[src/rtl/core/lci_pkg.sv]
// ----------------------------------------------------------------------------
// lci_pkg
// Shared types and codes for the line command interpreter.
// ----------------------------------------------------------------------------
package lci_pkg;

    localparam int unsigned ByteW = 8;
    localparam int unsigned StW   = 4;
    localparam int unsigned MsgW  = 3;
    localparam int unsigned CmdW  = 2;
    localparam int unsigned AddrW = 3;
    localparam int unsigned DataW = 32;

    localparam logic [ByteW-1:0] IDLE_TICKS_RESET = 8'd30;

    localparam logic [ByteW-1:0] B_IAC  = 8'd255;
    localparam logic [ByteW-1:0] B_DONT = 8'd254;
    localparam logic [ByteW-1:0] B_DO   = 8'd253;
    localparam logic [ByteW-1:0] B_WONT = 8'd252;
    localparam logic [ByteW-1:0] B_WILL = 8'd251;
    localparam logic [ByteW-1:0] B_SP   = 8'h20;
    localparam logic [ByteW-1:0] B_TAB  = 8'h09;
    localparam logic [ByteW-1:0] B_CR   = 8'h0D;
    localparam logic [ByteW-1:0] B_LF   = 8'h0A;
    localparam logic [ByteW-1:0] B_H    = 8'h68;
    localparam logic [ByteW-1:0] B_QM   = 8'h3F;
    localparam logic [ByteW-1:0] B_GU   = 8'h47;
    localparam logic [ByteW-1:0] B_GL   = 8'h67;
    localparam logic [ByteW-1:0] B_RU   = 8'h52;
    localparam logic [ByteW-1:0] B_RL   = 8'h72;
    localparam logic [ByteW-1:0] B_T    = 8'h74;
    localparam logic [ByteW-1:0] B_X    = 8'h78;

    localparam logic [CmdW-1:0] CMD_OPEN  = 2'd0;
    localparam logic [CmdW-1:0] CMD_BYTE  = 2'd1;
    localparam logic [CmdW-1:0] CMD_TICK  = 2'd2;
    localparam logic [CmdW-1:0] CMD_CLOSE = 2'd3;

    localparam logic [MsgW-1:0] MSG_NONE    = 3'd0;
    localparam logic [MsgW-1:0] MSG_INVITE  = 3'd1;
    localparam logic [MsgW-1:0] MSG_HELP    = 3'd2;
    localparam logic [MsgW-1:0] MSG_PROMPT  = 3'd3;
    localparam logic [MsgW-1:0] MSG_ERROR   = 3'd4;
    localparam logic [MsgW-1:0] MSG_TIMEOUT = 3'd5;
    localparam logic [MsgW-1:0] MSG_TIME    = 3'd6;

    localparam logic [StW-1:0] PS_INIT   = 4'd0;
    localparam logic [StW-1:0] PS_IAC    = 4'd1;
    localparam logic [StW-1:0] PS_OPTION = 4'd2;
    localparam logic [StW-1:0] PS_HELP   = 4'd3;
    localparam logic [StW-1:0] PS_GON    = 4'd4;
    localparam logic [StW-1:0] PS_GOFF   = 4'd5;
    localparam logic [StW-1:0] PS_RON    = 4'd6;
    localparam logic [StW-1:0] PS_ROFF   = 4'd7;
    localparam logic [StW-1:0] PS_TIME   = 4'd8;
    localparam logic [StW-1:0] PS_EXIT   = 4'd9;
    localparam logic [StW-1:0] PS_ERROR  = 4'd10;

    localparam logic [AddrW-3:0] REG_IDLE_TICKS = 1'd0;

    typedef struct packed {
        logic [CmdW-1:0]  command;
        logic [ByteW-1:0] data_byte;
    } t_in_item;

    typedef struct packed {
        logic [MsgW-1:0] message;
        logic            close_session;
        logic            green_on;
        logic            red_on;
    } t_out_item;

endpackage

[src/rtl/core/lci_cfg.sv]
// ----------------------------------------------------------------------------
// lci_cfg
// APB register file holding the idle tick reload value.
// ----------------------------------------------------------------------------
module lci_cfg (
    input  logic                      i_clk,
    input  logic                      i_rst_n,
    input  logic                      psel,
    input  logic                      penable,
    input  logic                      pwrite,
    input  logic [lci_pkg::AddrW-1:0] paddr,
    input  logic [lci_pkg::DataW-1:0] pwdata,
    output logic [lci_pkg::DataW-1:0] prdata,
    output logic                      pready,
    output logic [lci_pkg::ByteW-1:0] o_idle_ticks
);
    import lci_pkg::*;

    logic [ByteW-1:0] r_idle_ticks;
    logic [ByteW-1:0] n_idle_ticks;
    logic             reg_sel;

    assign reg_sel = (paddr[AddrW-1:2] == REG_IDLE_TICKS);
    assign pready  = 1'b1;

    always_comb begin
        n_idle_ticks = r_idle_ticks;
        if (psel && penable && pwrite && reg_sel) begin
            n_idle_ticks = pwdata[ByteW-1:0];
        end
    end

    always_ff @(posedge i_clk) begin
        if (!i_rst_n) begin
            r_idle_ticks <= IDLE_TICKS_RESET;
        end else begin
            r_idle_ticks <= n_idle_ticks;
        end
    end

    always_comb begin
        prdata = '0;
        if (reg_sel) begin
            prdata = {{(DataW-ByteW){1'b0}}, r_idle_ticks};
        end
    end

    assign o_idle_ticks = r_idle_ticks;

endmodule

[src/rtl/core/lci_parser.sv]
// ----------------------------------------------------------------------------
// lci_parser
// Session state and per-byte command parser; one transition per item.
// ----------------------------------------------------------------------------
module lci_parser (
    input  logic                      i_clk,
    input  logic                      i_rst_n,
    input  logic                      i_accept,
    input  lci_pkg::t_in_item         i_item,
    input  logic [lci_pkg::ByteW-1:0] i_idle_ticks,
    output lci_pkg::t_out_item        o_result
);
    import lci_pkg::*;

    logic [StW-1:0]   r_state;
    logic [StW-1:0]   n_state;
    logic [ByteW-1:0] r_idle_cnt;
    logic [ByteW-1:0] n_idle_cnt;
    logic             r_active;
    logic             n_active;
    logic             r_green;
    logic             n_green;
    logic             r_red;
    logic             n_red;
    logic [MsgW-1:0]  msg;
    logic             closing;
    logic             blank;
    logic             newline;
    logic             negot;
    logic [ByteW-1:0] b;

    assign b       = i_item.data_byte;
    assign blank   = (b == B_SP) || (b == B_TAB) || (b == B_CR);
    assign newline = (b == B_LF);
    assign negot   = (b == B_DONT) || (b == B_DO) || (b == B_WONT) || (b == B_WILL);

    always_comb begin
        n_state    = r_state;
        n_idle_cnt = r_idle_cnt;
        n_active   = r_active;
        n_green    = r_green;
        n_red      = r_red;
        msg        = MSG_NONE;
        closing    = 1'b0;
        if (i_item.command == CMD_OPEN) begin
            n_active   = 1'b1;
            n_state    = PS_INIT;
            n_idle_cnt = i_idle_ticks;
            msg        = MSG_INVITE;
        end else if (r_active) begin
            unique case (i_item.command)
                CMD_BYTE: begin
                    n_idle_cnt = i_idle_ticks;
                    unique case (r_state) inside
                        PS_INIT: begin
                            if (b == B_IAC) begin
                                n_state = PS_IAC;
                            end else if (blank) begin
                                n_state = PS_INIT;
                            end else if (newline) begin
                                msg = MSG_PROMPT;
                            end else begin
                                case (b) inside
                                    B_H, B_QM: n_state = PS_HELP;
                                    B_GU:      n_state = PS_GON;
                                    B_GL:      n_state = PS_GOFF;
                                    B_RU:      n_state = PS_RON;
                                    B_RL:      n_state = PS_ROFF;
                                    B_T:       n_state = PS_TIME;
                                    B_X:       n_state = PS_EXIT;
                                    default:   n_state = PS_ERROR;
                                endcase
                            end
                        end
                        PS_IAC: begin
                            n_state = negot ? PS_OPTION : PS_ERROR;
                        end
                        PS_OPTION: begin
                            n_state = PS_INIT;
                        end
                        PS_HELP, PS_GON, PS_GOFF, PS_RON, PS_ROFF, PS_TIME, PS_EXIT: begin
                            if (newline) begin
                                n_state = PS_INIT;
                                case (r_state)
                                    PS_HELP: msg = MSG_HELP;
                                    PS_GON: begin
                                        n_green = 1'b1;
                                        msg     = MSG_PROMPT;
                                    end
                                    PS_GOFF: begin
                                        n_green = 1'b0;
                                        msg     = MSG_PROMPT;
                                    end
                                    PS_RON: begin
                                        n_red = 1'b1;
                                        msg   = MSG_PROMPT;
                                    end
                                    PS_ROFF: begin
                                        n_red = 1'b0;
                                        msg   = MSG_PROMPT;
                                    end
                                    PS_TIME: msg = MSG_TIME;
                                    default: closing = 1'b1;
                                endcase
                            end else if (!blank) begin
                                n_state = PS_ERROR;
                            end
                        end
                        default: begin
                            if (newline) begin
                                n_state = PS_INIT;
                                msg     = MSG_ERROR;
                            end else begin
                                n_state = PS_ERROR;
                            end
                        end
                    endcase
                end
                CMD_TICK: begin
                    if (r_idle_cnt <= 8'd1) begin
                        msg     = MSG_TIMEOUT;
                        closing = 1'b1;
                    end else begin
                        n_idle_cnt = r_idle_cnt - 8'd1;
                    end
                end
                default: begin
                    closing = 1'b1;
                end
            endcase
            if (closing) begin
                n_active   = 1'b0;
                n_state    = PS_INIT;
                n_idle_cnt = '0;
            end
        end
    end

    always_ff @(posedge i_clk) begin
        if (!i_rst_n) begin
            r_state    <= PS_INIT;
            r_idle_cnt <= '0;
            r_active   <= 1'b0;
            r_green    <= 1'b0;
            r_red      <= 1'b0;
        end else if (i_accept) begin
            r_state    <= n_state;
            r_idle_cnt <= n_idle_cnt;
            r_active   <= n_active;
            r_green    <= n_green;
            r_red      <= n_red;
        end
    end

    always_comb begin
        o_result.message       = msg;
        o_result.close_session = closing;
        o_result.green_on      = n_green;
        o_result.red_on        = n_red;
    end

endmodule

[src/rtl/core/lci_outbuf.sv]
// ----------------------------------------------------------------------------
// lci_outbuf
// Result register with a skid stage; decouples input from output stall.
// ----------------------------------------------------------------------------
module lci_outbuf (
    input  logic               i_clk,
    input  logic               i_rst_n,
    input  logic               i_push,
    input  lci_pkg::t_out_item i_result,
    output logic               o_full,
    output logic               o_valid,
    input  logic               i_stall,
    output lci_pkg::t_out_item o_data
);
    import lci_pkg::*;

    logic      r_out_vld;
    logic      r_skid_vld;
    t_out_item r_out;
    t_out_item r_skid;
    logic      pop;

    assign pop = r_out_vld && !i_stall;

    always_ff @(posedge i_clk) begin
        if (!i_rst_n) begin
            r_out_vld  <= 1'b0;
            r_skid_vld <= 1'b0;
        end else if (r_skid_vld) begin
            if (pop) begin
                r_skid_vld <= 1'b0;
            end
        end else if (i_push) begin
            if (r_out_vld && !pop) begin
                r_skid_vld <= 1'b1;
            end else begin
                r_out_vld <= 1'b1;
            end
        end else if (pop) begin
            r_out_vld <= 1'b0;
        end
    end

    always_ff @(posedge i_clk) begin
        if (r_skid_vld) begin
            if (pop) begin
                r_out <= r_skid;
            end
        end else if (i_push) begin
            if (r_out_vld && !pop) begin
                r_skid <= i_result;
            end else begin
                r_out <= i_result;
            end
        end
    end

    assign o_full  = r_skid_vld;
    assign o_valid = r_out_vld;
    assign o_data  = r_out;

endmodule

[src/rtl/core/line_command_interpreter_top.sv]
// ----------------------------------------------------------------------------
// line_command_interpreter_top
// Session command-line interpreter: parser, LED levels and idle timeout.
//
// Input channel (i_in_valid / o_in_stall / i_in_data) carries session events:
// open, received byte, poll tick and peer close. Each event yields exactly one
// result on the output channel (o_out_valid / i_out_stall / o_out_data) with a
// message code, a close flag and the current LED levels.
// The result is registered in the result buffer before it is presented. One event
// per cycle is accepted while o_in_stall is low: the parser makes a single state
// transition per event and the result register has a skid stage behind it.
// When the receiver stalls, up to two results are held; o_in_stall rises only
// when both are occupied and drops the cycle after the output transfers.
// Reset closes any session, clears the parser and LEDs, drains the result
// buffer and loads the idle tick register with 30.
// The idle tick register sits at APB address 0; write it only while idle.
// ----------------------------------------------------------------------------
module line_command_interpreter_top (
    input  logic                      i_clk,
    input  logic                      i_rst_n,
    input  logic                      i_in_valid,
    output logic                      o_in_stall,
    input  lci_pkg::t_in_item         i_in_data,
    output logic                      o_out_valid,
    input  logic                      i_out_stall,
    output lci_pkg::t_out_item        o_out_data,
    input  logic                      psel,
    input  logic                      penable,
    input  logic                      pwrite,
    input  logic [lci_pkg::AddrW-1:0] paddr,
    input  logic [lci_pkg::DataW-1:0] pwdata,
    output logic [lci_pkg::DataW-1:0] prdata,
    output logic                      pready
);
    import lci_pkg::*;

    logic [ByteW-1:0] idle_ticks;
    logic             accept;
    logic             buf_full;
    t_out_item        result;

    assign accept     = i_in_valid && !buf_full;
    assign o_in_stall = buf_full;

    lci_cfg u_cfg (
        .i_clk        (i_clk),
        .i_rst_n      (i_rst_n),
        .psel         (psel),
        .penable      (penable),
        .pwrite       (pwrite),
        .paddr        (paddr),
        .pwdata       (pwdata),
        .prdata       (prdata),
        .pready       (pready),
        .o_idle_ticks (idle_ticks)
    );

    lci_parser u_parser (
        .i_clk        (i_clk),
        .i_rst_n      (i_rst_n),
        .i_accept     (accept),
        .i_item       (i_in_data),
        .i_idle_ticks (idle_ticks),
        .o_result     (result)
    );

    lci_outbuf u_outbuf (
        .i_clk    (i_clk),
        .i_rst_n  (i_rst_n),
        .i_push   (accept),
        .i_result (result),
        .o_full   (buf_full),
        .o_valid  (o_out_valid),
        .i_stall  (i_out_stall),
        .o_data   (o_out_data)
    );

    a_stall_needs_result: assert property (@(posedge i_clk) disable iff (!i_rst_n)
        o_in_stall |-> o_out_valid)
        else $error("input stalled with no pending result");

    a_skid_drains: assert property (@(posedge i_clk) disable iff (!i_rst_n)
        (o_in_stall && !i_out_stall) |=> !o_in_stall)
        else $error("skid stage did not drain after output transfer");

    a_close_msg: assert property (@(posedge i_clk) disable iff (!i_rst_n)
        (o_out_valid && o_out_data.close_session) |->
        (o_out_data.message == MSG_NONE || o_out_data.message == MSG_TIMEOUT))
        else $error("session close carries an unexpected message");

    a_accept_gives_result: assert property (@(posedge i_clk) disable iff (!i_rst_n)
        (i_in_valid && !o_in_stall) |=> o_out_valid)
        else $error("accepted event produced no result");

endmodule

[config.mk]
export PLATFORM = sky130hd
export DESIGN_NAME = line_command_interpreter_top
export DESIGN_NICKNAME = d
export VERILOG_FILES = /design/src/rtl/core/lci_pkg.sv /design/src/rtl/core/lci_cfg.sv /design/src/rtl/core/lci_parser.sv /design/src/rtl/core/lci_outbuf.sv /design/src/rtl/core/line_command_interpreter_top.sv
export SDC_FILE = /design/constraint.sdc
export NUM_CORES = 1
export LEC_CHECK = 0
export BUFFER_PORTS_ARGS = -buffer_cell sky130_fd_sc_hd__buf_2
export CORE_ASPECT_RATIO = 0.9
export CORE_MARGIN = 3
export CORE_UTILIZATION = 54
export CTS_CLUSTER_SIZE = 16
export DETAILED_ROUTE_END_ITERATION = 6
export PLACE_DENSITY = 0.95
export SLEW_MARGIN = 20
export SYNTH_ARGS = -nofsm -noshare
export SYNTH_HDL_FRONTEND = slang
export SYNTH_SLANG_ARGS = --single-unit
[constraint.sdc]
create_clock -name i_clk -period 4.1 [get_ports i_clk]
set_clock_uncertainty 0.05 [all_clocks]
set_input_delay 0.82 -clock i_clk [delete_from_list [all_inputs] [get_ports i_clk]]
set_output_delay 0.82 -clock i_clk [all_outputs]
set_load 0.05 [all_outputs]
Word-level counts from Yosys, hierarchy flattened
Cells that the tools add are included.

word-level totals
  bits in registers = 37
  latch bits = 0
  RAM bits = 0
  bits in read-only memories = 0
  input bits = 52
  output and inout port bits = 41
  word-level logic and storage cells = 156
  memories = 0

operators by class
  $add $sub $neg = 1
  $mul = 0
  div/mod/pow operators = 0
  $lt $le $gt $ge = 1
  eq/ne operators = 34
  shifts and indexed selects = 0
  muxes and demuxes = 71
  bitwise gates (word level) = 2
  reductions and logical operators = 31

operator list
  kind                 number
  $mux 4               17
  $eq 8x7->1 const B   7
  $eq 8x8->1 const B   5
  $mux 8               5
  $mux 1               28
  $eq 8x4->1 const B   3
  $mux 6               4
  $mux 3               7
  $pmux 3 s3           2
  $eq 4x3->1 const B   4
  $eq 8x6->1 const B   2
  $pmux 4 s4           1
  $pmux 8 s2           1
  $reduce_and 3->1     3
  $eq 4x2->1 const B   2
  $eq 4x4->1 const B   2
  $le 8x1->1 const B   1
  $sub 8x1->8 const B  1
  $reduce_or 7->1      1
  $logic_and 1x1->1    6
  $ne 6x5->1 const B   1
  $pmux 1 s2           3
  $pmux 3 s2           1
  $reduce_bool 2->1    3
  other kinds (20)     30

Longest topological paths before layout
  depth after elaboration = 16
  gate-level depth with buffers = 8
  mapped depth without buffers = 8

Cells and area by module
Synthesis repeated with hierarchy kept, for this count alone.

second synthesis, totals
  cells, all modules = 307
  area, all modules = 2691.3 µm²

by module, submodules not included
  module                        times used  cells an instance  area each (µm²)  sequential area each (µm²)
  lci_parser                    1           204                1498.9           300.3
  lci_cfg                       1           70                 610.6            160.2
  lci_outbuf                    1           32                 568.0            400.4
  line_command_interpreter_top  1           1                  13.8             0.0

Worst setup path before layout
OpenSTA, ideal clock, no wires.

  path type = input to register
  from = input i_in_data[0] (netlist bit)
  to = register u_outbuf.r_out, in the netlist u_outbuf.o_data[0], data pin
  arrival = 2.470 ns
  data required time = 3.790 ns
  slack = 1.321 ns
  stages = 6
  buffers on the path = 1
  cell sequence = buf_4 > or4_4 > or3_4 > nor3_2 > mux2i_1 > mux2_2

RTL lines
  item                  line                                text
  from (decl)           line_command_interpreter_top.sv:23  input lci_pkg::t_in_item i_in_data,
  to (signal assigned)  lci_outbuf.sv:47                    r_out <= r_skid;
  to (signal assigned)  lci_outbuf.sv:53                    r_out <= i_result;
  to (decl)             lci_outbuf.sv:19                    t_out_item r_out;

Worst setup path after layout
  from = input i_in_data[0] (netlist bit)
  to = register u_outbuf.r_out, in the netlist u_outbuf.o_data[3], data pin

between the ends
  word-level cells in the longest chain between the ends = 12

ends and longest elaborated chain
  item                                             line              text
  $eq 8x6->1 / $eq 8x4->1 (equally long branches)  lci_parser.sv:33  assign blank = (b == B_SP) || (b == B_TAB) || (b == B_CR);
  $logic_or 1x1->1 (2 in series)                   lci_parser.sv:33
  $mux 3                                           lci_parser.sv:58  end else if (blank) begin
  $mux 3                                           lci_parser.sv:56  if (b == B_IAC) begin
  $pmux 3 s3 *                                     lci_parser.sv:54  unique case (r_state) inside
  $pmux 3 s2 *                                     lci_parser.sv:51  unique case (i_item.command)
  $mux 3 *                                         lci_parser.sv:50  end else if (r_active) begin
  $mux 3 *                                         lci_parser.sv:45  if (i_item.command == CMD_OPEN) begin
  $mux 6 *                                         lci_outbuf.sv:50  if (r_out_vld && !pop) begin
  $mux 6 *                                         lci_outbuf.sv:49  end else if (i_push) begin
  $mux 6 *                                         lci_outbuf.sv:45  if (r_skid_vld) begin

Mark *: on every way between the ends. The rest lies on a longest branch, timed or not. The select of a mux whose other input is x is not followed.
A chain may end at the register's enable or synchronous reset.

==> flow_metrics.py <==
metrics = {
    "power": {
        "cellPowerDensity_nw_per_um2": 317,
        "leakagePower_uw": 0.00115,
        "ir_drop_mv": 0.212,
        "finalPower_uw": 869,
    },
    "timing": {
        "finalHoldViolCount": 0,
        "worst_pin_slew_ns": 0.608,
        "slew_violations": 0,
        "fmax_ghz": 0.366,
        "fin_crit_sh_pct": 66.6,
        "setup_viol": 0,
        "fin_crit_ns": 2.73,
        "finalSetupTns_ns": 0,
        "rsz0062_at_grt": "false",
        "worst_slack_ns": 1.37,
        "slew_headroom_pct": 59.5,
    },
    "synthesis": {
        "yosys.area_share.adder_pct": 2.49,
        "synth.area.mux_share_pct": 2.14,
        "synth_top_family_by_area": "simple AND/OR/NAND/NOR gates",
        "ys_dominant_reg_cell": "dfxtp_1",
        "avgSynthCellArea_um2": 8.58,
        "synthDistinctLibCells": 62,
        "syn_area_um2": 2510,
        "async_flop_share_pct": 0,
        "synthSimpleGateAreaFrac_pct": 27.3,
        "ys_seq_elements": 37,
        "synth-compound-area-share_pct": 19.5,
        "synth_xor_area_share_pct": 2.44,
        "synth_edf_count": 12,
        "yosysSeqAreaShare_pct": 34.2,
        "yosys_warnings": 0,
        "synthCells": 293,
    },
    "setup_path": {
        "critPathRequiredTime_ns": 4.08,
        "path_class": "input pin to register",
        "cp.buffers_inverters": 1,
        "crit_path_max_incr_delay_ns": 0.58,
        "arrival_ns": 2.71,
        "crit_fanout": 11,
        "cp_slowest_cell": "or4b_1",
        "path_cells": "buf_2 -> or4b_1 -> a2111oi_4 -> nand2b_1 -> a221oi_1 -> o211ai_1 -> a21oi_1",
        "crit_family": "compound AO/OA/AOI/OAI gates",
        "end_kind": "register",
        "startpoint_type": "input pin",
    },
    "placed_design": {
        "numPortBuffers": 41,
        "dp_hpwl_um": 3990,
        "dp_slack_ns": 1.08,
        "gp_congestion": 0.881,
    },
    "clock_tree": {
        "cts_root_buf": "clkbuf_8",
        "cts_buffers": 5,
        "cts_resized": 0,
        "clk_path_buf_depth": 2,
        "cts_hold_buffers": 0,
        "cts_tree": "yes",
        "clk_latency_ns": 0.28,
        "path_clk_slew_ns": 0.07,
        "cts.sinks": 37,
        "h-tree-depth": 2,
        "post_cts_buffers": 0,
    },
    "detailed_routing": {
        "drc_errors": 0,
        "avgRoutedWirePerCell_um": 13.6,
        "first_pass_iters": 4,
        "drt-vias-per-instance": 5.67,
        "drtIter0Drc": 113,
        "ant_nets": 0,
        "vias": 2207,
        "drt_wl_total_um": 5300,
    },
    "grt": {
        "grt_pass1_wl_um": 8850,
        "antenna_found_initial": 0,
        "use_met1_pct": 26.2,
        "use_met3_pct": 3.05,
        "grt_pass1_vias": 1923,
        "groute.layer.met2.usage_pct": 31.6,
        "grt_util_all_layers_pct": 19.4,
        "grt_max_degree": 26,
        "grt.busiest_layer": "met2",
        "grt_overflow": 0,
    },
    "min_path": {
        "hold_path_class": "register to register",
    },
    "cells_and_area": {
        "mostFrequentLayoutCell": "buf_2",
        "drive_gt1_share_pct": 20.7,
        "layout.nets": 385,
        "antennaDiodeCount": 0,
        "most-common-layout-cells": "41 x buf_2, 28 x nand2_1, 25 x nor2_1, 25 x conb_1, 25 x dfxtp_1",
        "fillers": 357,
        "area_growth_syn_to_layout_pct": 8.86,
    },
    "die": {
        "die_x_um": 77.9,
        "initial_core_util_pct": 58.9,
        "fp.dieH_um": 70.7,
        "die_area_um2": 5510,
        "core_um2": 4270,
        "rows": 22,
        "pin_count": 93,
    },
    "flow_run": {
        "cap_violations": 0,
    },
    "outcome": {
        "status": "completed",
    },
}
power by group:
group	internal [µW]	total (µW)	switching, µW	leakage (µW)
combinational	58.9	222	163	0.000794
clock	118	238	120	0.0000450
sequential	395	409	14.5	0.000315
total	571	869	297	0.00115
flip-flops by register name, summed over array words and instances (netlist names):
| register | cells |
|---|---|
| u_outbuf.o_data | 6 |
| u_outbuf.r_skid | 6 |
| u_parser.r_idle_cnt | 8 |
| u_parser.r_active | 1 |
| u_parser.r_green | 1 |
| u_parser.r_state | 4 |
| u_cfg.o_idle_ticks | 8 |
| u_outbuf.o_valid | 1 |
| u_outbuf.o_full | 1 |
| u_parser.r_red | 1 |
Yosys cell counts (all sizes together) (5+ instances only):
cell type,count,area share (%)
inv,14,2.1
o21ai,17,3.4
buf,27,8.0
nor4,6,2.1
ha,5,2.5
nor3,8,2.0
a21oi,7,1.4
xor2,6,2.1
a21boi,6,1.8
edfxtp,12,14
clkbuf,11,1.6
nand3,8,1.6
dfxtp,25,20
nand2,28,4.2
nor2b,14,3.5
nor2,26,4.0
a221oi,9,3.1
nand2b,6,1.5
per-stage QoR:
| stage | util [%] | cell area (µm²) | std cells | hold slack [ns] |
|---|---|---|---|---|
| after floorplan | - | 2600 | 316 | 0.402 |
| after global placement | 62.2 | 2660 | 381 | 0.420 |
| after detailed placement | 62.2 | 2660 | 381 | 0.428 |
| after CTS | 64.2 | 2740 | 389 | 0.438 |
| after global routing | 64.2 | 2740 | 389 | 0.465 |
| final | 64.2 | 2740 | 389 | 0.435 |
metal layers:
metal  wire length [µm]  share of wire (%)  up-vias
met1               2300                 43     1024
li1                   -                  -     1072
met2               2510                 47      104
met5                  0                  0        -
met4                 70                1.3        0
met3                415                7.8        7
worst register-to-register path, cell delays in order, from the launching register on:
cell,delay (ns)
dfxtp_1,0.45
nor2b_1,0.45
o21ai_0,0.17
buf_4,0.21
a211oi_1,0.31
o2111ai_1,0.23
a311oi_1,0.33
o22a_1,0.18
final timing paths:
path	startpoint	end	slack [ns]	cells after the start
setup / recovery	i_in_data[0]	u_outbuf.o_data[3]$_DFFE_PP_	1.37	7
hold / removal	u_cfg.o_idle_ticks[1]$_SDFFE_PN1P_	u_cfg.o_idle_ticks[1]$_SDFFE_PN1P_	0.44	2
setup reg to reg	u_outbuf.o_full$_SDFF_PN0_	u_parser.r_state[3]$_SDFFE_PN0P_	1.67	7
hold reg to reg	u_cfg.o_idle_ticks[1]$_SDFFE_PN1P_	u_cfg.o_idle_ticks[1]$_SDFFE_PN1P_	0.44	2
final cells by class:
type | count | area [µm²] | area share [%]
Inverter | 14 | 52.6 | 1.92
Timing Repair Buffer | 43 | 220 | 8.04
Tap cell | 60 | 75.1 | 2.74
Clock inverter | 2 | 10.0 | 0.366
Clock buffer | 6 | 72.6 | 2.65
Sequential cell | 37 | 861 | 31.4
Multi-Input combinational cell | 227 | 1450 | 52.8
kinds of logic after synthesis:
| family | after synthesis |
|---|---|
| AOI/OAI and AO/OA | 64 |
| xor gates and xnor gates | 7 |
| adders and majority gates | 5 |
| buffers and inverters | 52 |
| DFF | 37 |
| muxes | 5 |
| other | 2 |
| and+or+nand+nor | 121 |
Note: power is estimated with default switching activity, not from simulation.
